$ cat src/sv/optc_pkg.sv
// package for the pose tracking controller: shared types, constants and helpers
// no dependencies; used by every other file of the block but optc_if
package optc_pkg;

	localparam int CORDIC_STEPS_DEF = 16;
	localparam int QUEUE_DEPTH = 4;

	localparam logic signed [19:0] ANG_PI = 20'sd205887;
	localparam logic signed [19:0] ANG_HALF_PI = 20'sd102944;
	localparam logic signed [19:0] ANG_TWO_PI = 20'sd411775;
	localparam logic signed [32:0] CORDIC_GAIN_Q30 = 33'sd652032874;
	localparam logic signed [17:0] GAIN_X_Q16 = 18'sd52429;

	typedef enum logic [2:0] {
		REG_GOAL_X = 3'd0,
		REG_GOAL_Y = 3'd1,
		REG_GOAL_HEADING = 3'd2,
		REG_DEADBAND_XY = 3'd3,
		REG_DEADBAND_HEADING = 3'd4,
		REG_SPEED_LIMIT = 3'd5,
		REG_MIN_SPEED_X = 3'd6,
		REG_MIN_SPEED_Y_TURN = 3'd7
	} reg_idx_t;

	typedef struct packed {
		logic signed [24:0] goal_x;
		logic signed [24:0] goal_y;
		logic signed [18:0] goal_heading;
		logic [15:0] deadband_xy;
		logic [15:0] deadband_heading;
		logic [20:0] speed_limit;
		logic [20:0] min_speed_x;
		logic [20:0] min_speed_y_turn;
	} cfg_t;

	// classified item handed from the front to the back
	typedef struct packed {
		logic signed [25:0] ex;
		logic signed [25:0] ey;
		logic signed [19:0] eh;
		logic signed [27:0] z0;
		logic neg;
		logic act_x;
		logic act_y;
		logic act_t;
	} front_item_t;

	typedef struct packed {
		logic signed [25:0] ex;
		logic signed [25:0] ey;
		logic signed [19:0] eh;
		logic neg;
		logic act_x;
		logic act_y;
		logic act_t;
		logic signed [32:0] x;
		logic signed [32:0] y;
		logic signed [27:0] z;
	} cordic_t;

	typedef struct packed {
		logic full;
		logic empty;
	} q_stat_t;

	function automatic logic signed [27:0] atan_entry(input int i);
		logic signed [27:0] r;
		case (i)
			0: r = 28'sd13176795;
			1: r = 28'sd7778716;
			2: r = 28'sd4110060;
			3: r = 28'sd2086331;
			4: r = 28'sd1047214;
			5: r = 28'sd524117;
			6: r = 28'sd262123;
			7: r = 28'sd131069;
			8: r = 28'sd65536;
			default: r = (i <= 24) ? 28'(64'sd1 <<< (24 - i)) : 28'sd0;
		endcase
		return r;
	endfunction

	// clamp to +-lim, then lift a nonzero magnitude below mn up to mn
	function automatic logic signed [31:0] shape(input logic signed [31:0] v,
			input logic [20:0] lim, input logic [20:0] mn);
		logic signed [31:0] l;
		logic signed [31:0] m;
		logic signed [31:0] r;
		l = signed'({11'd0, lim});
		m = signed'({11'd0, mn});
		r = v;
		if (r > l)
			r = l;
		else if (r < -l)
			r = -l;
		if (r > 0 && r < m)
			r = m;
		else if (r < 0 && -r < m)
			r = -m;
		return r;
	endfunction

endpackage

$ cat src/sv/optc_queue.sv
// short item queue between the front and the back parts
// depends on optc_pkg
module optc_queue import optc_pkg::*; (
	input logic clk,
	input logic arst_n,
	input logic push,
	input front_item_t wr_item,
	input logic pop,
	output front_item_t rd_item,
	output q_stat_t stat
);
	localparam int AW = $clog2(QUEUE_DEPTH);
	front_item_t mem_q [QUEUE_DEPTH];
	logic [AW-1:0] wr_q;
	logic [AW-1:0] rd_q;
	logic [AW:0] cnt_q;

	assign stat.full = cnt_q == (AW+1)'(QUEUE_DEPTH);
	assign stat.empty = cnt_q == '0;
	assign rd_item = mem_q[rd_q];

	always_ff @(posedge clk) begin
		if (push)
			mem_q[wr_q] <= wr_item;
	end

	always_ff @(posedge clk or negedge arst_n) begin
		if (!arst_n) begin
			wr_q <= '0;
			rd_q <= '0;
			cnt_q <= '0;
		end else begin
			if (push)
				wr_q <= (wr_q == AW'(QUEUE_DEPTH - 1)) ? '0 : wr_q + 1'b1;
			if (pop)
				rd_q <= (rd_q == AW'(QUEUE_DEPTH - 1)) ? '0 : rd_q + 1'b1;
			cnt_q <= cnt_q + (AW+1)'(push) - (AW+1)'(pop);
		end
	end
endmodule

$ cat config.mk
export PLATFORM = sky130hd
export DESIGN_NAME = optc_queue
export DESIGN_NICKNAME = d
export VERILOG_FILES = /design/src/sv/optc_pkg.sv /design/src/sv/optc_queue.sv
export SDC_FILE = /design/constraint.sdc
export NUM_CORES = 1
export LEC_CHECK = 0
export ABC_AREA = 0
export BUFFER_PORTS_ARGS = -buffer_cell sky130_fd_sc_hd__buf_4
export CORE_MARGIN = 1.5
export CORE_UTILIZATION = 50
export CTS_CLUSTER_SIZE = 10
export DETAILED_ROUTE_END_ITERATION = 10
export GPL_ROUTABILITY_DRIVEN = 1
export PLACE_DENSITY = 0.74
export SLEW_MARGIN = 10
export SYNTH_ARGS = -nofsm -noshare
export SYNTH_HDL_FRONTEND = slang
export SYNTH_SLANG_ARGS = --single-unit
$ cat constraint.sdc
create_clock -name clk -period 3.15 [get_ports clk]
set_input_delay 0.315 -clock clk [delete_from_list [all_inputs] [get_ports clk]]
set_output_delay 0.315 -clock clk [all_outputs]
set_load 0.02 [all_outputs]
### Word-level counts from Yosys, hierarchy flattened

Memories as Yosys holds them, arrays and structs flattened.
Index checks and enable logic that the tools add are counted.

| word-level totals | value |
|---|---|
| input port bits | 108 |
| memories | 1 |
| register bits | 7 |
| memory bits (writable) | 416 |
| output and inout port bits | 106 |
| word-level logic and storage cells | 16 |

| operators by class | value |
|---|---|
| muxes and demuxes | 4 |
| equality and inequality tests | 3 |
| add/sub/neg operators | 4 |
| reduce and logical (&&, ||, !) cells | 1 |

Memories:

| name | words | bits a word | rd ports | clocked after memory_dff | wr ports | RTL line | RTL |
|---|---|---|---|---|---|---|---|
| mem_q | 4 | 104 | 1 | 0 | 1 | optc_queue.sv:13 | `front_item_t mem_q [QUEUE_DEPTH];` |

Operators with widths:

| kind | number |
|---|---|
| $add 2x1->2 const B | 2 |
| $eq 2x2->1 const B | 2 |
| $mux 2 | 2 |
| $add 3x1->3 | 1 |
| $eq 3x3->1 const B | 1 |
| $logic_not 3->1 | 1 |
| $sub 3x1->3 | 1 |
| $mux 1 | 2 |

### Longest topological paths before layout

| depth | value |
|---|---|
| depth in word-level cells | 2 |
| gate-level depth with buffers | 7 |
| mapped depth without buffers | 7 |

### Least setup slack after synthesis

No wires, ideal clock.

| timing path | value |
|---|---|
| path kind | flip-flop to flip-flop |
| from | register wr_q[0] |
| to | memory mem_q[2][0] in the netlist's numbering, enable pin |
| period minus slack after synthesis | 3488 ps |
| arrival time | 3014 ps |
| setup time | 475 ps |
| required time | 2675 ps |
| cell stages (with the launch flop) | 4 |
| path slack | -338 ps |
| path buffers | 0 |
| cell sequence | dfrtp_1 > inv_1 > ha_1 > and2_1 |

RTL lines:

| item | RTL line | RTL |
|---|---|---|
| start, declared | optc_queue.sv:14 | `logic [AW-1:0] wr_q;` |
| start signal, assigned | optc_queue.sv:34 | `wr_q <= (wr_q == AW'(QUEUE_DEPTH - 1)) ? '0 : wr_q + 1'b1;` |
| end, declared | optc_queue.sv:13 |  |

Straight into the memory's write port.

==> results.md <==
- Clock slew at reported path FFs: roughly 0.06 ns
- Vias in the first global route: a little under 8000
- Layout cells sized above 1: 41.16%
- Root buffer cell: clkbuf_16
- Sw Share: 29.47%
- H-tree levels: 2
- Synth async-reset ratio: 1.655%
- Clk network pwr share: a little over a quarter
- Int Pwr: between 10 and 15 mW
- R2r worst-path depth: 4
- Hold path startpoint: push
- Critical path type: reg -> out
- Post-place setup slack: 1.018 ns
- Slew Limit Fails: 0
- Post-synthesis cell area: about 15000 sq um
- Worst Tran Pin Value: about 0.67 ns
- CTS max path bufs: 3
- Critical path launch point type: register
- GP Congestion: 0.7118
- WHS Endpoint: wr_q[0]$_DFFE_PN0P_
- Post-DR wirelength/cell: around 22 um
- Fmax: between 300 and 400 MHz
- # resized after CTS: 0
- Fin worst setup slack: 0.4688 ns
- First-pass GRT wire length: approximately 44000 um
- Post-CTS Setup Bufs: 0
- Post-Route Utilization: between 60% and 70%
- Design area: approximately 20000 sq um
- Dominant synthesized flop cell: edfxtp_1
- Hold path depth: 2
- Mapped Cells: 580
- Setup TNS: 0 ns
- Hold slack: around 0.047 ns
- Die footprint: ~32000 sq um
- CP Max Fanout: 36
- Num rows: 64
- Syn. warnings: 0
- Cell leakage power: 6.895 nW
- Worst r2r dst: mem_q[2][49]$_DFFE_PP_
- CTS Buf Count: between 40 and 50
- Number of synthesized register bits: ~420
- Initial Utilization: between 50 and 60%
- CTS tree: built
- Area of the core: between 30000 and 40000 sq um
- Area after DPL: roughly 18000 sq um
- Area contributors post-synth: edfxtp_1 81%, mux4_2 15%, dfrtp_1 1.1%
- Top-area cell type share of the netlist area: about 80%
- Drt first pass iters: 4
- Max cap viols: 0
- Reg power frac: approximately two fifths
- Syn nets: ~700
- I/O pins: approximately 210
- TritonCTS Sinks: around 420
- IO Port Bufs: roughly 210
- Worst Setup SP: rd_q[0]$_DFFE_PN0P_
- Post-route ant nets: 0
- Final Cycle Share: a little under nine tenths
- Die Y-Extent: approximately 180 um
- Skew-Pair Late Insertion Delay: 0.53 ns
- Final std cells w/o fill: approximately 1300
- RSZ-0062 raised after global routing: no
- Placed insts: 1180
- Psw: roughly 5.4 mW
- Synth cell types: 20
- Critical Path AT: between 2 and 2.5 ns
- Top cells by count, synth: 416 x edfxtp_1, 104 x mux4_2, 13 x buf_2, 7 x dfrtp_1, 7 x ha_1
- Combinational Power Share: 32.9%
- Vias per inst: 5.377
- Hold Path Class: in -> reg
- Period minus WS final: between 2 and 3 ns
- Hold Vio Cnt, Final: 0
- Residual DRC: 0
- R2r setup slk: around 1.2 ns
- Setup Skew: between 0.015 and 0.02 ns
- Top-count cell post-synth: edfxtp_1
- Dpl hpwl: about 17000 um
- Syn-to-layout area delta: 29.30%
- Crit end category: output port
- Chip width: roughly 180 um
- Number of flops mapped to enable cells by yosys: between 400 and 500
- Power Dens Cells: 916.3 nW/um^2
- Final net count: 1055
- Ant. Diodes: 0
- Via count: about 7200
- Synth area leader: edfxtp_1
- Reg-to-Reg Start: wr_q[0]$_DFFE_PN0P_
- Post-synthesis sequential area ratio: around 82%
- # setup viols final: 0
- Max VDD drop: 578.4 uV
- Syn Area/Cell: between 20 and 30 sq um
- Initial DRC Count: 467
- Initial antenna violation count: 0
- Hold buffer count at CTS: about 110
- Largest net degree at the start of global routing: 65
- All-Layer GR Usage: around 19%
- Layout fillers: 1953
- Slew headroom: between 50% and 60%
- WP data required: between 2 and 3 ns
- Total power: ~18 mW
- Final wirelength: about 29000 um
- Status: completed
- Gr ovfl total: 0
critical path: stages (launching register included):
cell     delay, ns
dfrtp_4       0.69
buf_12        0.34
mux4_2        0.58
buf_4         0.18
sequential cells by signal (all words and copies together), names as in the netlist:
register / flops
cnt_q: 3
wr_q: 2
rd_q: 2
mem_q: 416
layout make-up:
type / count / area (sq um) / area share [%]
Clock buffer: 60 / 1267 / 6.360
Clock inverter: 1 / 30.03 / 0.1507
Inverter: 6 / 22.52 / 0.1130
Multi-Input combinational cell: 127 / 2562 / 12.86
Sequential cell: 423 / 12670 / 63.60
Tap cell: 396 / 495.5 / 2.486
Timing Repair Buffer: 333 / 2875 / 14.43
power groups by stage:
stage / Combinational [mW] / Sequential, mW / Clock, mW
CTS: 6.11 / 7.50 / 4.86
floorplan: 3.85 / 7.48 / 0
detailed placement: 5.99 / 7.61 / 0
finish: 6.00 / 7.50 / 4.76
global route: 6.41 / 7.58 / 5.07
global placement: 5.93 / 7.57 / 0
worst max path at each step:
| stage | endpoint | slack, ns | depth (start not counted) |
|---|---|---|---|
| 4_1_cts | rd_item[64] | 0.44 | 3 |
| 2_1_floorplan | mem_q[2][0]$_DFFE_PP_ | 0.81 | 3 |
| 3_3_place_gp | rd_item[2] | 1.01 | 3 |
| 6_report | rd_item[81] | 0.47 | 3 |
| 3_5_place_dp | rd_item[83] | 1.02 | 3 |
| 5_1_grt | rd_item[81] | 0.34 | 3 |
cells by family after synthesis:
logic type / Yosys count / synth area share (%)
buf+inv: 30 / 1.250
xor+xnor: 2 / 0.1137
mux: 106 / 15.34
flops: 423 / 82.19
compound gates: 2 / 0.06495
fa+ha+maj: 8 / 0.6981
simple gates: 9 / 0.3409
cells in the final DEF (no fill, tap or decap):
master           n
clkbuf_16       49
buf_4          219
and3_1           1
dfrtp_4          2
o21ai_0          2
buf_12           9
dfrtp_1          5
dlygate4sd3_1  105
clkbuf_1        11
nor2_1           1
ha_1             7
edfxtp_1       416
or3b_2           1
mux4_2         104
nor3_1           1
mux2_2           2
fa_1             1
and2_4           4
xnor2_1          2
bufinv_16        1
nand2_1          1
inv_1            6
per-layer routing:
metal | share of wire [%] | up-vias | track usage, %
met4 | 1.7 | 0 | 4.722
met5 | 0 | - | 0
met2 | 51 | 246 | 32.03
met3 | 7.7 | 43 | 5.222
met1 | 39 | 3746 | 23.15
li1 | - | 3203 | -
Note: power is estimated with default switching activity, not from simulation.
