<file path="config.mk">
export PLATFORM = sky130hd
export DESIGN_NAME = optc_front_flat
export DESIGN_NICKNAME = d
export VERILOG_FILES = /design/src/sv/optc_pkg.sv /design/src/sv/optc_if.sv /design/src/sv/optc_front.sv /design/src/flat_wrapper.sv
export SDC_FILE = /design/constraint.sdc
export NUM_CORES = 1
export LEC_CHECK = 0
export BUFFER_PORTS_ARGS = -buffer_cell sky130_fd_sc_hd__clkbuf_2
export CAP_MARGIN = 20
export CELL_PAD_IN_SITES_DETAIL_PLACEMENT = 0
export CELL_PAD_IN_SITES_GLOBAL_PLACEMENT = 1
export CORE_UTILIZATION = 35
export DETAILED_ROUTE_END_ITERATION = 10
export HOLD_SLACK_MARGIN = 0.12
export PLACE_DENSITY_LB_ADDON = 0.1
export SLEW_MARGIN = 10
export SYNTH_ARGS = -nofsm -noshare
export SYNTH_HDL_FRONTEND = slang
export SYNTH_SLANG_ARGS = --single-unit
</file>
<file path="constraint.sdc">
create_clock -name clk -period 10.3 [get_ports clk]
set_clock_uncertainty 0.05 [all_clocks]
set_input_delay 1.03 -clock clk [delete_from_list [all_inputs] [get_ports clk]]
set_output_delay 1.03 -clock clk [all_outputs]
set_load 0.005 [all_outputs]
</file>
<file path="src/sv/optc_pkg.sv">
// package for the pose tracking controller: shared types, constants and helpers
// no dependencies; used by every other file of the block but optc_if
package optc_pkg;

	localparam int CORDIC_STEPS_DEF = 16;
	localparam int QUEUE_DEPTH = 4;

	localparam logic signed [19:0] ANG_PI = 20'sd205887;
	localparam logic signed [19:0] ANG_HALF_PI = 20'sd102944;
	localparam logic signed [19:0] ANG_TWO_PI = 20'sd411775;
	localparam logic signed [32:0] CORDIC_GAIN_Q30 = 33'sd652032874;
	localparam logic signed [17:0] GAIN_X_Q16 = 18'sd52429;

	typedef enum logic [2:0] {
		REG_GOAL_X = 3'd0,
		REG_GOAL_Y = 3'd1,
		REG_GOAL_HEADING = 3'd2,
		REG_DEADBAND_XY = 3'd3,
		REG_DEADBAND_HEADING = 3'd4,
		REG_SPEED_LIMIT = 3'd5,
		REG_MIN_SPEED_X = 3'd6,
		REG_MIN_SPEED_Y_TURN = 3'd7
	} reg_idx_t;

	typedef struct packed {
		logic signed [24:0] goal_x;
		logic signed [24:0] goal_y;
		logic signed [18:0] goal_heading;
		logic [15:0] deadband_xy;
		logic [15:0] deadband_heading;
		logic [20:0] speed_limit;
		logic [20:0] min_speed_x;
		logic [20:0] min_speed_y_turn;
	} cfg_t;

	// classified item handed from the front to the back
	typedef struct packed {
		logic signed [25:0] ex;
		logic signed [25:0] ey;
		logic signed [19:0] eh;
		logic signed [27:0] z0;
		logic neg;
		logic act_x;
		logic act_y;
		logic act_t;
	} front_item_t;

	typedef struct packed {
		logic signed [25:0] ex;
		logic signed [25:0] ey;
		logic signed [19:0] eh;
		logic neg;
		logic act_x;
		logic act_y;
		logic act_t;
		logic signed [32:0] x;
		logic signed [32:0] y;
		logic signed [27:0] z;
	} cordic_t;

	typedef struct packed {
		logic full;
		logic empty;
	} q_stat_t;

	function automatic logic signed [27:0] atan_entry(input int i);
		logic signed [27:0] r;
		case (i)
			0: r = 28'sd13176795;
			1: r = 28'sd7778716;
			2: r = 28'sd4110060;
			3: r = 28'sd2086331;
			4: r = 28'sd1047214;
			5: r = 28'sd524117;
			6: r = 28'sd262123;
			7: r = 28'sd131069;
			8: r = 28'sd65536;
			default: r = (i <= 24) ? 28'(64'sd1 <<< (24 - i)) : 28'sd0;
		endcase
		return r;
	endfunction

	// clamp to +-lim, then lift a nonzero magnitude below mn up to mn
	function automatic logic signed [31:0] shape(input logic signed [31:0] v,
			input logic [20:0] lim, input logic [20:0] mn);
		logic signed [31:0] l;
		logic signed [31:0] m;
		logic signed [31:0] r;
		l = signed'({11'd0, lim});
		m = signed'({11'd0, mn});
		r = v;
		if (r > l)
			r = l;
		else if (r < -l)
			r = -l;
		if (r > 0 && r < m)
			r = m;
		else if (r < 0 && -r < m)
			r = -m;
		return r;
	endfunction

endpackage

</file>
<file path="src/sv/optc_if.sv">
// channel interfaces of the pose tracking controller: pose in, velocity out, config writes
// depends on nothing but plain logic types
interface optc_pose_if;
	logic valid;
	logic ready;
	logic signed [24:0] pose_x;
	logic signed [24:0] pose_y;
	logic signed [18:0] pose_heading;
	modport source(output valid, pose_x, pose_y, pose_heading, input ready);
	modport sink(input valid, pose_x, pose_y, pose_heading, output ready);
endinterface


interface optc_cfg_if;
	logic valid;
	logic ready;
	logic [2:0] index;
	logic [24:0] data;
	modport source(output valid, index, data, input ready);
	modport sink(input valid, index, data, output ready);
endinterface

</file>
<file path="src/sv/optc_front.sv">
// front part: config registers, pose errors, angle reduction and deadband classification
// depends on optc_pkg and the channel interfaces
module optc_front import optc_pkg::*; (
	input logic clk,
	input logic arst_n,
	optc_pose_if.sink pose,
	optc_cfg_if.sink cfg,
	input logic q_full,
	output logic push,
	output front_item_t item,
	output cfg_t cfg_regs
);
	cfg_t cfg_q;
	logic signed [19:0] a0;
	logic signed [19:0] a1;
	logic signed [19:0] a2;
	logic [24:0] abs_x;
	logic [24:0] abs_y;
	logic [19:0] abs_h;

	assign cfg.ready = 1'b1;
	assign cfg_regs = cfg_q;

	always_ff @(posedge clk or negedge arst_n) begin
		if (!arst_n) begin
			cfg_q.goal_x <= '0;
			cfg_q.goal_y <= '0;
			cfg_q.goal_heading <= '0;
			cfg_q.deadband_xy <= 16'd655;
			cfg_q.deadband_heading <= 16'd1144;
			cfg_q.speed_limit <= 21'd98304;
			cfg_q.min_speed_x <= 21'd6554;
			cfg_q.min_speed_y_turn <= 21'd655;
		end else if (cfg.valid) begin
			unique case (reg_idx_t'(cfg.index))
				REG_GOAL_X: cfg_q.goal_x <= cfg.data;
				REG_GOAL_Y: cfg_q.goal_y <= cfg.data;
				REG_GOAL_HEADING: cfg_q.goal_heading <= cfg.data[18:0];
				REG_DEADBAND_XY: cfg_q.deadband_xy <= cfg.data[15:0];
				REG_DEADBAND_HEADING: cfg_q.deadband_heading <= cfg.data[15:0];
				REG_SPEED_LIMIT: cfg_q.speed_limit <= cfg.data[20:0];
				REG_MIN_SPEED_X: cfg_q.min_speed_x <= cfg.data[20:0];
				REG_MIN_SPEED_Y_TURN: cfg_q.min_speed_y_turn <= cfg.data[20:0];
				default: ;
			endcase
		end
	end

	assign pose.ready = !q_full;
	assign push = pose.valid && !q_full;

	always_comb begin
		item.ex = 26'(cfg_q.goal_x) - 26'(pose.pose_x);
		item.ey = 26'(cfg_q.goal_y) - 26'(pose.pose_y);
		item.eh = 20'(cfg_q.goal_heading) - 20'(pose.pose_heading);
		// one wrap step covers the whole input range
		a0 = item.eh;
		if (a0 > ANG_PI)
			a1 = a0 - ANG_TWO_PI;
		else if (a0 < -ANG_PI)
			a1 = a0 + ANG_TWO_PI;
		else
			a1 = a0;
		item.neg = 1'b0;
		a2 = a1;
		if (a1 > ANG_HALF_PI) begin
			a2 = a1 - ANG_PI;
			item.neg = 1'b1;
		end else if (a1 < -ANG_HALF_PI) begin
			a2 = a1 + ANG_PI;
			item.neg = 1'b1;
		end
		item.z0 = 28'(a2) <<< 8;
		abs_x = 25'(item.ex < 0 ? -item.ex : item.ex);
		abs_y = 25'(item.ey < 0 ? -item.ey : item.ey);
		abs_h = 20'(item.eh < 0 ? -item.eh : item.eh);
		item.act_x = abs_x > {9'd0, cfg_q.deadband_xy};
		item.act_y = abs_y > {9'd0, cfg_q.deadband_xy};
		item.act_t = abs_h > {4'd0, cfg_q.deadband_heading};
	end
endmodule

</file>
<file path="src/flat_wrapper.sv">
// flat-port wrapper written by rule: the top's interface ports become plain ports
module optc_front_flat import optc_pkg::*;
  (clk, arst_n, q_full, push, item, cfg_regs, pose_valid, pose_pose_x, pose_pose_y, pose_pose_heading, pose_ready, cfg_valid, cfg_index, cfg_data, cfg_ready);
  optc_pose_if pose_i ();
  optc_cfg_if cfg_i ();
  input logic clk;
  input logic arst_n;
  input logic q_full;
  output logic push;
  output front_item_t item;
  output cfg_t cfg_regs;
  input wire logic [$bits(pose_i.valid)-1:0] pose_valid;
  input wire logic [$bits(pose_i.pose_x)-1:0] pose_pose_x;
  input wire logic [$bits(pose_i.pose_y)-1:0] pose_pose_y;
  input wire logic [$bits(pose_i.pose_heading)-1:0] pose_pose_heading;
  output wire logic [$bits(pose_i.ready)-1:0] pose_ready;
  input wire logic [$bits(cfg_i.valid)-1:0] cfg_valid;
  input wire logic [$bits(cfg_i.index)-1:0] cfg_index;
  input wire logic [$bits(cfg_i.data)-1:0] cfg_data;
  output wire logic [$bits(cfg_i.ready)-1:0] cfg_ready;
  assign pose_i.valid = pose_valid;
  assign pose_i.pose_x = pose_pose_x;
  assign pose_i.pose_y = pose_pose_y;
  assign pose_i.pose_heading = pose_pose_heading;
  assign pose_ready = pose_i.ready;
  assign cfg_i.valid = cfg_valid;
  assign cfg_i.index = cfg_index;
  assign cfg_i.data = cfg_data;
  assign cfg_ready = cfg_i.ready;
  optc_front u_core (.clk(clk), .arst_n(arst_n), .pose(pose_i), .cfg(cfg_i), .q_full(q_full), .push(push), .item(item), .cfg_regs(cfg_regs));
endmodule
</file>
Word-level counts from Yosys, hierarchy flattened --
Cells that the tools add are included.
Operators by class: add/sub/neg operators 10, multiply operators 0, div/mod/pow operators 0, $lt $le $gt $ge 10, eq/ne operators 7, shift-type cells 0, mux-type cells 9, bitwise operators 0, reductions and logical operators 11
Operators with widths (number):
- 2-to-1 mux 20 bit | 5
- < comparator 26 x 1 -> 1 bit, second input constant | 2
- subtractor 25 x 25 -> 26 bit | 2
- greater-than comparator 25 x 16 -> 1 bit | 2
- 2-to-1 mux 25 bit | 2
- negator 25 bit | 2
- adder 20 x 19 -> 20 bit, second input constant | 1
- adder 20 bit, second input constant | 1
- greater-than comparator 20 x 16 -> 1 bit | 1
- greater-than comparator 20 x 18 -> 1 bit, second input constant | 1
- greater-than comparator 20 x 19 -> 1 bit, second input constant | 1
- < comparator 20 x 1 -> 1 bit, second input constant | 1
- < comparator 20 x 18 -> 1 bit, second input constant | 1
- < comparator 20 x 19 -> 1 bit, second input constant | 1
- negator 20 bit | 1
- subtractor 19 x 19 -> 20 bit | 1
- subtractor 20 x 19 -> 20 bit, second input constant | 1
- subtractor 20 bit, second input constant | 1
- AND reduction 2 bit | 8
- equality test 3 bit, second input constant | 4
- equality test 3 x 2 -> 1 bit, second input constant | 2
- equality test 3 x 1 -> 1 bit, second input constant | 1
- logical NOT 3 bit | 1
- 2-to-1 mux 1 bit | 2
- other kinds (2) | 2
Storage, ports and cells: register bits 164, latch bits 0, memory bits (writable) 0, ROM bits 0, input bits 102, output and inout port bits 271, memories 0

Depth between registers and ports, before layout --
Gate-level depths: netlist of run 1.
depth in word-level cells 7, depth in mapped cells 33, gate-level depth less buffers 32

Worst setup path before layout of run 1 --
No wires, ideal clock.
path type input to output, start input port pose_pose_x[1], end output port item[2] (netlist bit), data arrival time 6.247 ns, required time 9.220 ns, path slack 2.973 ns, stages on the path 32, path buffers 1, cells stage by stage inv_1 ha_1 nor2b_1 o21ai_0 a21oi_1 o21a_1 o21a_1 o2111ai_1 a21oi_1 o31a_1 o21ai_0 a21o_1 o31ai_1 inv_1 clkbuf_1 o21ai_0 ha_1 nor2b_1 o21a_1 o21a_1 o21a_1 o21a_1 o21a_1 o21a_1 o21a_1 o21a_1 o21ai_0 a211o_1 a21oi_1 a211oi_1 o211ai_1 or4_1
RTL lines:
- start, declared | line flat_wrapper.sv:13 | input wire logic [$bits(pose_i.pose_x)-1:0] pose_pose_x;
- end, declared | line flat_wrapper.sv:10 | output front_item_t item;

==> key figures, run 1 <==
Run status
  – Outcome: finished clean

Global routing
  – First-pass GRT wire length: 83000 um
  – Maximum number of pins on one net before global-route repair: 58
  – Vias in the first global route: 13500
  – Grt total ovfl: 0
  – Gr usage total: 25.1%
  – Initial antenna violation count: 6

Die
  – Die Ht: 209 um
  – Initial Util: 35.6%
  – Core Area: 0.0421 sq mm
  – Die Span X: 209 um
  – Die area: 0.0437 sq mm
  – Io pins: 373
  – Num rows: 75

Pwr
  – Final Total Pwr: 5.63 mW
  – Power Dens Cells: 314 mW/mm^2
  – Maximum VDD drop: 0.270 mV
  – P_leak: 8.43 nW

Route
  – Vias: 14100
  – Final wirelength: 55100 um
  – Average wire per cell in the routed design: 21.3 um
  – DRT iter0 DRCs: 923
  – Post-route ant nets: 0
  – Post-DR vias/cell: 5.44
  – DRC viols: 0
  – Drt pass-1 iters: 6

Finish
  – Most frequent cells in the layout: clkbuf_2 (362), inv_1 (161), mux2_2 (147)
  – P&R area growth vs syn: 19.5%
  – # nets final: 2257
  – Fraction of layout cells with a size suffix above 1: 31.8%
  – Design Area, Final: 0.0179 sq mm
  – Max reg flops: 164
  – Final core occ: 42.5%
  – Fillers: 4332
  – Post-route insts no fill: 2584
  – Commonest non-fill, non-tap cell in the layout: clkbuf_2
  – Sequential Area: 0.00414 sq mm
  – Area of the multi-input gates: 0.00996 sq mm

STA
  – Rel. slew slack: 41.5%
  – Slew Limit Fails: 0
  – TNS Setup: 0 ns
  – Final Setup Violations: 0
  – Fin. Hold Viols: 0
  – F_max: 121 MHz
  – Period utilisation layout: 80.5%
  – RSZ-0062 raised after global routing: no
  – Worst slew pin tran: 0.872 ns
  – Final worst slack: 2.00 ns
  – Hold slack: 0.456 ns
  – Fin crit period: 8.30 ns

Job
  – Max-cap violations: 0

Setup path
  – Critical Path End Type: output pin
  – Slowest CP cell: or4_1
  – CP Class: in2out
  – Max stage delay on crit path: 0.40 ns
  – CP startpoint kind: input port
  – Worst reg2reg startpoint: u_core.cfg_regs[96]
  – Setup crit end: item[2]
  – CP Max Fanout: 14
  – Worst r2r path cells: 1
  – Worst Path Arrival: 7.22 ns
  – Reg2Reg Setup Slack: 9.38 ns
  – Most frequent CP cell: o21a_1
  – FF-to-FF End: u_core.cfg_regs[96]
  – Crit path from: pose_pose_x[1]
  – Worst EP required: 9.22 ns

Synthesis
  – Synth Cell Area: 0.0150 sq mm
  – Post-synth ARST share: 100%
  – Area leader, netlist: dfrtp_1
  – Synth Area per Inst: 8.87 sq um
  – Synthesized instance count: 1691
  – Post-synth top area share: 23.0%
  – Synth Flop Type: dfrtp_1
  – Synth area leaders: dfrtp_1 (23%), mux2_2 (11%), ha_1 (10%)
  – Synth warn: 0
  – Distinct cell type count after synthesis: 105
  – Number of enable flip-flop cells after synthesis: 0
  – Post-synthesis sequential area ratio: 27.6%
  – #FFs+latches synth: 164

Worst hold path
  – Hold Crit Class: reg2reg

Clocking
  – Post-CTS setup buffer count: 0
  – CTS Root Cell: clkbuf_16
  – Hold bufs inserted after CTS: 0
  – H-tree depth: 4
  – Post-CTS Resized: 0
  – Clock transition at the registers of the reported paths: 0.07 ns
  – CTS buffer count: 17
  – CTS Sinks: 164
  – Clk_lat worst skew: 0.44 ns
  – CTS tree: yes
  – CTS max path bufs: 2

Place
  – Post-Place Setup Slack: 1.98 ns
  – PortBufs: 363
  – Area after DPL: 0.0173 sq mm
  – Detail Placement HPWL: 45100 um
  – Final GP Congestion: 0.939
  – Inst Count DP: 2549
[cell usage after synthesis, drive strengths merged (7+ instances only)]
| master | instances |
|---|---|
| inv | 165 |
| mux2 | 147 |
| dfrtp | 138 |
| ha | 123 |
| nand2 | 110 |
| nor2 | 97 |
| a21oi | 94 |
| o21ai | 86 |
| xnor2 | 79 |
| nor3 | 44 |
| nand3 | 37 |
| clkbuf | 34 |
| nand4 | 34 |
| xor2 | 32 |
| o21a | 31 |
| buf | 30 |
| a21o | 29 |
| dfstp | 26 |
| nor2b | 24 |
| o211ai | 22 |
| nand2b | 19 |
| or3 | 19 |
| and3 | 18 |
| o31ai | 16 |
| or2 | 16 |
| and2 | 15 |
| a31oi | 13 |
| a211oi | 10 |
| a31o | 10 |
| o2111ai | 10 |
| o21bai | 10 |
| o22ai | 10 |
| a2111oi | 9 |
| nor4 | 9 |
| mux2i | 8 |
| nor3b | 8 |
| nand3b | 7 |
| or4 | 7 |
[critical path, delay by kind of cell]
| family | cells | cell delay, ns |
|---|---|---|
| adders and majority gates | 2 | 0.60 |
| AOI/OAI and AO/OA | 24 | 4.16 |
| and+or+nand+nor | 3 | 0.66 |
| buffers and inverters | 5 | 0.77 |
[worst min path at each step]
stage	start	to	slack, ns	cells past startpoint
floorplan	u_core.cfg_regs[66]	u_core.cfg_regs[66]	0.45	2
global placement	u_core.cfg_regs[8]	u_core.cfg_regs[8]	0.44	1
detailed placement	u_core.cfg_regs[45]	u_core.cfg_regs[45]	0.44	1
CTS	u_core.cfg_regs[45]	u_core.cfg_regs[45]	0.46	1
global route	u_core.cfg_regs[19]	u_core.cfg_regs[19]	0.47	1
finish	u_core.cfg_regs[45]	u_core.cfg_regs[45]	0.46	1
[power breakdown]
| part | total, mW | switching, mW | internal, mW | leakage [nW] |
|---|---|---|---|---|
| clock network | 0.652 | 0.307 | 0.344 | 0.285 |
| logic | 4.06 | 2.43 | 1.63 | 6.21 |
| registers | 0.916 | 0.114 | 0.802 | 1.93 |
[cell families (layout without fill, tap and decap cells)]
group | Yosys count | after routing | synth area share [%]
AO/OA/AOI/OAI | 422 | 422 | 20.2
XOR/XNOR | 111 | 111 | 6.86
adder cells (fa/ha/maj) | 126 | 126 | 10.7
buffers and inverters | 230 | 574 | 6.30
flip-flops | 164 | 164 | 27.6
multiplexers | 155 | 155 | 11.6
other | 2 | 12 | 0.0501
AND/OR/NAND/NOR | 481 | 481 | 16.8
[metal layers]
| metal | routed length (um) | up-vias | GRT usage [%] |
|---|---|---|---|
| met3 | 3880 | 51 | 6.51 |
| met2 | 23200 | 456 | 36.8 |
| met1 | 27300 | 6733 | 36.7 |
| met5 | 52 | - | 0 |
| li1 | - | 6816 | - |
| met4 | 755 | 8 | 4.84 |
[cell type report]
class                      instances  area share (%)
multi-input combinational       1304            55.6
antenna                            3          0.0419
inverter                         166            3.48
clock inverter                    15           0.915
clock buffer                      17            2.38
sequential                       164            23.1
tap                              539            3.77
timing repair buffer             376            10.7
(Power assumes the default switching activity.)
==> run 2: changes to the inputs <==
==> constraint.sdc (replaced) <==
create_clock -name clk -period 7.4 [get_ports clk]
set_clock_uncertainty 0.05 [all_clocks]
set_input_delay 0.74 -clock clk [delete_from_list [all_inputs] [get_ports clk]]
set_output_delay 0.74 -clock clk [all_outputs]
set_load 0.005 [all_outputs]
==> run 2 against run 1 <==
Compared with the run above:
- core utilization increased by 0.96 points
- sequential share of layout area decreased by 0.50 points
- worst setup slack lost 1.7 ns
- sequential cell count is the same
- register-to-register slack got worse by 2.9 ns
- non-clock buffer count rose by 41
- sequential power is 39% higher
- power grew 44%
- combinational power grew 45%
- final cell count increased by 1.6%
- routed wire length is 0.52% higher
- critical path type unchanged
- largest cell class unchanged
- largest power group unchanged
==> key figures, run 2 (synthesis gave the netlist of run 1 again) <==
Global routing
  – Gr usage total: 25.2% (+0.097 points)
  – Vias in the first global route: 13600 (+0.79%)
  – Maximum number of pins on one net before global-route repair: 68 (+17%)
  – Initial antenna violation count: 9 (+3)
  – Grt total ovfl: 0 (unchanged)
  – First-pass GRT wire length: 83400 um (+0.57%)

Die
  – Die area: 0.0437 sq mm (unchanged)
  – Core Area: 0.0421 sq mm (unchanged)
  – Die Span X: 209 um (unchanged)
  – Io pins: 373 (unchanged)
  – Num rows: 75 (unchanged)
  – Die Ht: 209 um (unchanged)
  – Initial Util: 35.6% (unchanged)

Route
  – Final wirelength: 55400 um (+0.52%)
  – Post-route ant nets: 0 (unchanged)
  – DRT iter0 DRCs: 762 (-17%)
  – DRC viols: 0 (unchanged)
  – Post-DR vias/cell: 5.43 (-0.18%)
  – Average wire per cell in the routed design: 21.1 um (-1.1%)
  – Vias: 14300 (+1.4%)
  – Drt pass-1 iters: 7 (+1)

Pwr
  – Clock power frac: 11.9% (+0.3 points)
  – Final Total Pwr: 8.10 mW (+44%)
  – Maximum VDD drop: 0.199 mV (-26%)
  – Power Dens Cells: 443 mW/mm^2 (+41%)
  – Internal power: 4.11 mW (+48%)
  – P_leak: 8.65 nW (+2.6%)
  – Comb pwr share: 72.4% (+0.3 points)
  – Switch share: 49.3% (-1.4 points)
  – Sequential power share: 15.7% (-0.6 points)
  – Psw: 3.99 mW (+40%)

Finish
  – Final core occ: 43.5% (+0.96 points)
  – Commonest non-fill, non-tap cell in the layout: clkbuf_2
  – Post-route insts no fill: 2625 (+1.6%)
  – Fraction of layout cells with a size suffix above 1: 33.7% (+1.8 points)
  – P&R area growth vs syn: 22.1%
  – Max reg flops: 164 (unchanged)
  – Design Area, Final: 0.0183 sq mm (+2.3%)
  – # nets final: 2298 (+1.8%)
  – Most frequent cells in the layout: clkbuf_2 (362), inv_1 (160), mux2_2 (147)

Clocking
  – CTS Root Cell: clkbuf_16
  – CTS max path bufs: 2 (unchanged)
  – H-tree depth: 4 (unchanged)
  – Hold bufs inserted after CTS: 0 (unchanged)
  – Clock transition at the registers of the reported paths: 0.06 ns (about the same)
  – CTS tree: yes
  – CTS buffer count: 17 (unchanged)
  – Clk_lat worst skew: 0.45 ns (about the same)
  – CTS Sinks: 164 (unchanged)

STA
  – Fin. Hold Viols: 0 (unchanged)
  – Final worst slack: 0.311 ns (-1.69 ns)
  – TNS Setup: 0 ns (unchanged)
  – Hold slack: 0.172 ns (-0.284 ns)
  – Period utilisation layout: 95.8%
  – RSZ-0062 raised after global routing: no
  – Rel. slew slack: 39.6% (-2.0 points)
  – F_max: 141 MHz
  – Final Setup Violations: 0 (unchanged)
  – Slew Limit Fails: 0 (unchanged)
  – Fin crit period: 7.09 ns
  – Worst slew pin tran: 0.902 ns (+0.0294 ns)

Job
  – Max-cap violations: 0 (unchanged)

Setup path
  – CP Max Fanout: 4 (-10)
  – Most frequent CP cell: o21a_1
  – Worst Path Arrival: 6.30 ns (-0.92 ns)
  – Reg2Reg Setup Slack: 6.47 ns (-2.91 ns)
  – Worst EP required: 6.61 ns (-2.61 ns)
  – Worst reg2reg startpoint: u_core.cfg_regs[66]
  – Crit path from: pose_pose_x[1]
  – Slowest CP cell: or4_1
  – CP startpoint kind: input port
  – CP Class: in2out
  – Max stage delay on crit path: 0.41 ns (about the same)
  – Critical Path End Type: output pin

Place
  – Post-Place Setup Slack: 0.128 ns (-1.85 ns)
  – Detail Placement HPWL: 45300 um (+0.52%)
  – Inst Count DP: 2587 (+1.5%)
  – Area after DPL: 0.0176 sq mm (+1.6%)
  – PortBufs: 363 (unchanged)
  – Final GP Congestion: 0.905 (-3.6%)

Run status
  – Outcome: finished clean

Worst hold path
  – Hold Crit Class: in2async
run 2: changes by cell type in the layout (fill, tap and decap cells not counted), sizes merged:
cell    delta
inv        -2
clkbuf     +3
buf       +41
clkinv     -3
bufinv     +2
run 2: power by group through the flow:
stage	clock [mW]	sequential, mW	combinational [mW]
6_report	0.961	1.27	5.87
2_1_floorplan	0	1.26	3.71
3_3_place_gp	0	1.28	5.80
3_5_place_dp	0	1.29	5.79
4_1_cts	0.986	1.28	5.81
5_1_grt	1.02	1.30	6.43
run 2: routing by layer:
metal	part of all wire (%)	wire length, um	vias to the layer above	track usage (%)
met5	0.049	27	-	0
met4	1.4	753	4	5.65
met3	6.8	3770	37	6.15
met2	43	23700	446	37.2
met1	49	27200	6893	36.6
li1	-	-	6881	-
run 2: path summary, 6_finish.rpt:
kind / depth (start not counted) / endpoint
max: 34 / item[2]
min reg2reg: 1 / u_core.cfg_regs[19]
max in group asynchronous: 2 / u_core.cfg_regs[120]
max reg2reg: 2 / u_core.cfg_regs[66]
min in group clk: 1 / u_core.cfg_regs[19]
min: 1 / u_core.cfg_regs[145]
run 2: layout make-up:
cell class	instances	area (sq um)
Sequential cell	164	4140
Clock inverter	12	165
Antenna cell	3	7.51
Fill cell	4298	23800
Clock buffer	20	457
Tap cell	539	674
Multi-Input combinational cell	1304	10000
Inverter	166	623
Timing Repair Buffer	417	2230
run 2: critical path: cells and delay by family:
kind                       cells  cell delay [ns]
AOI/OAI and AO/OA             24             3.87
adders and majority gates      2             0.55
buffers and inverters          4             0.39
and+or+nand+nor                4             0.72
run 2: timing repair:
action / in CTS / in global routing
setup endpoints to repair: 0 / 9
gates resized for setup: 0 / 16
setup buffers: 0 / 3
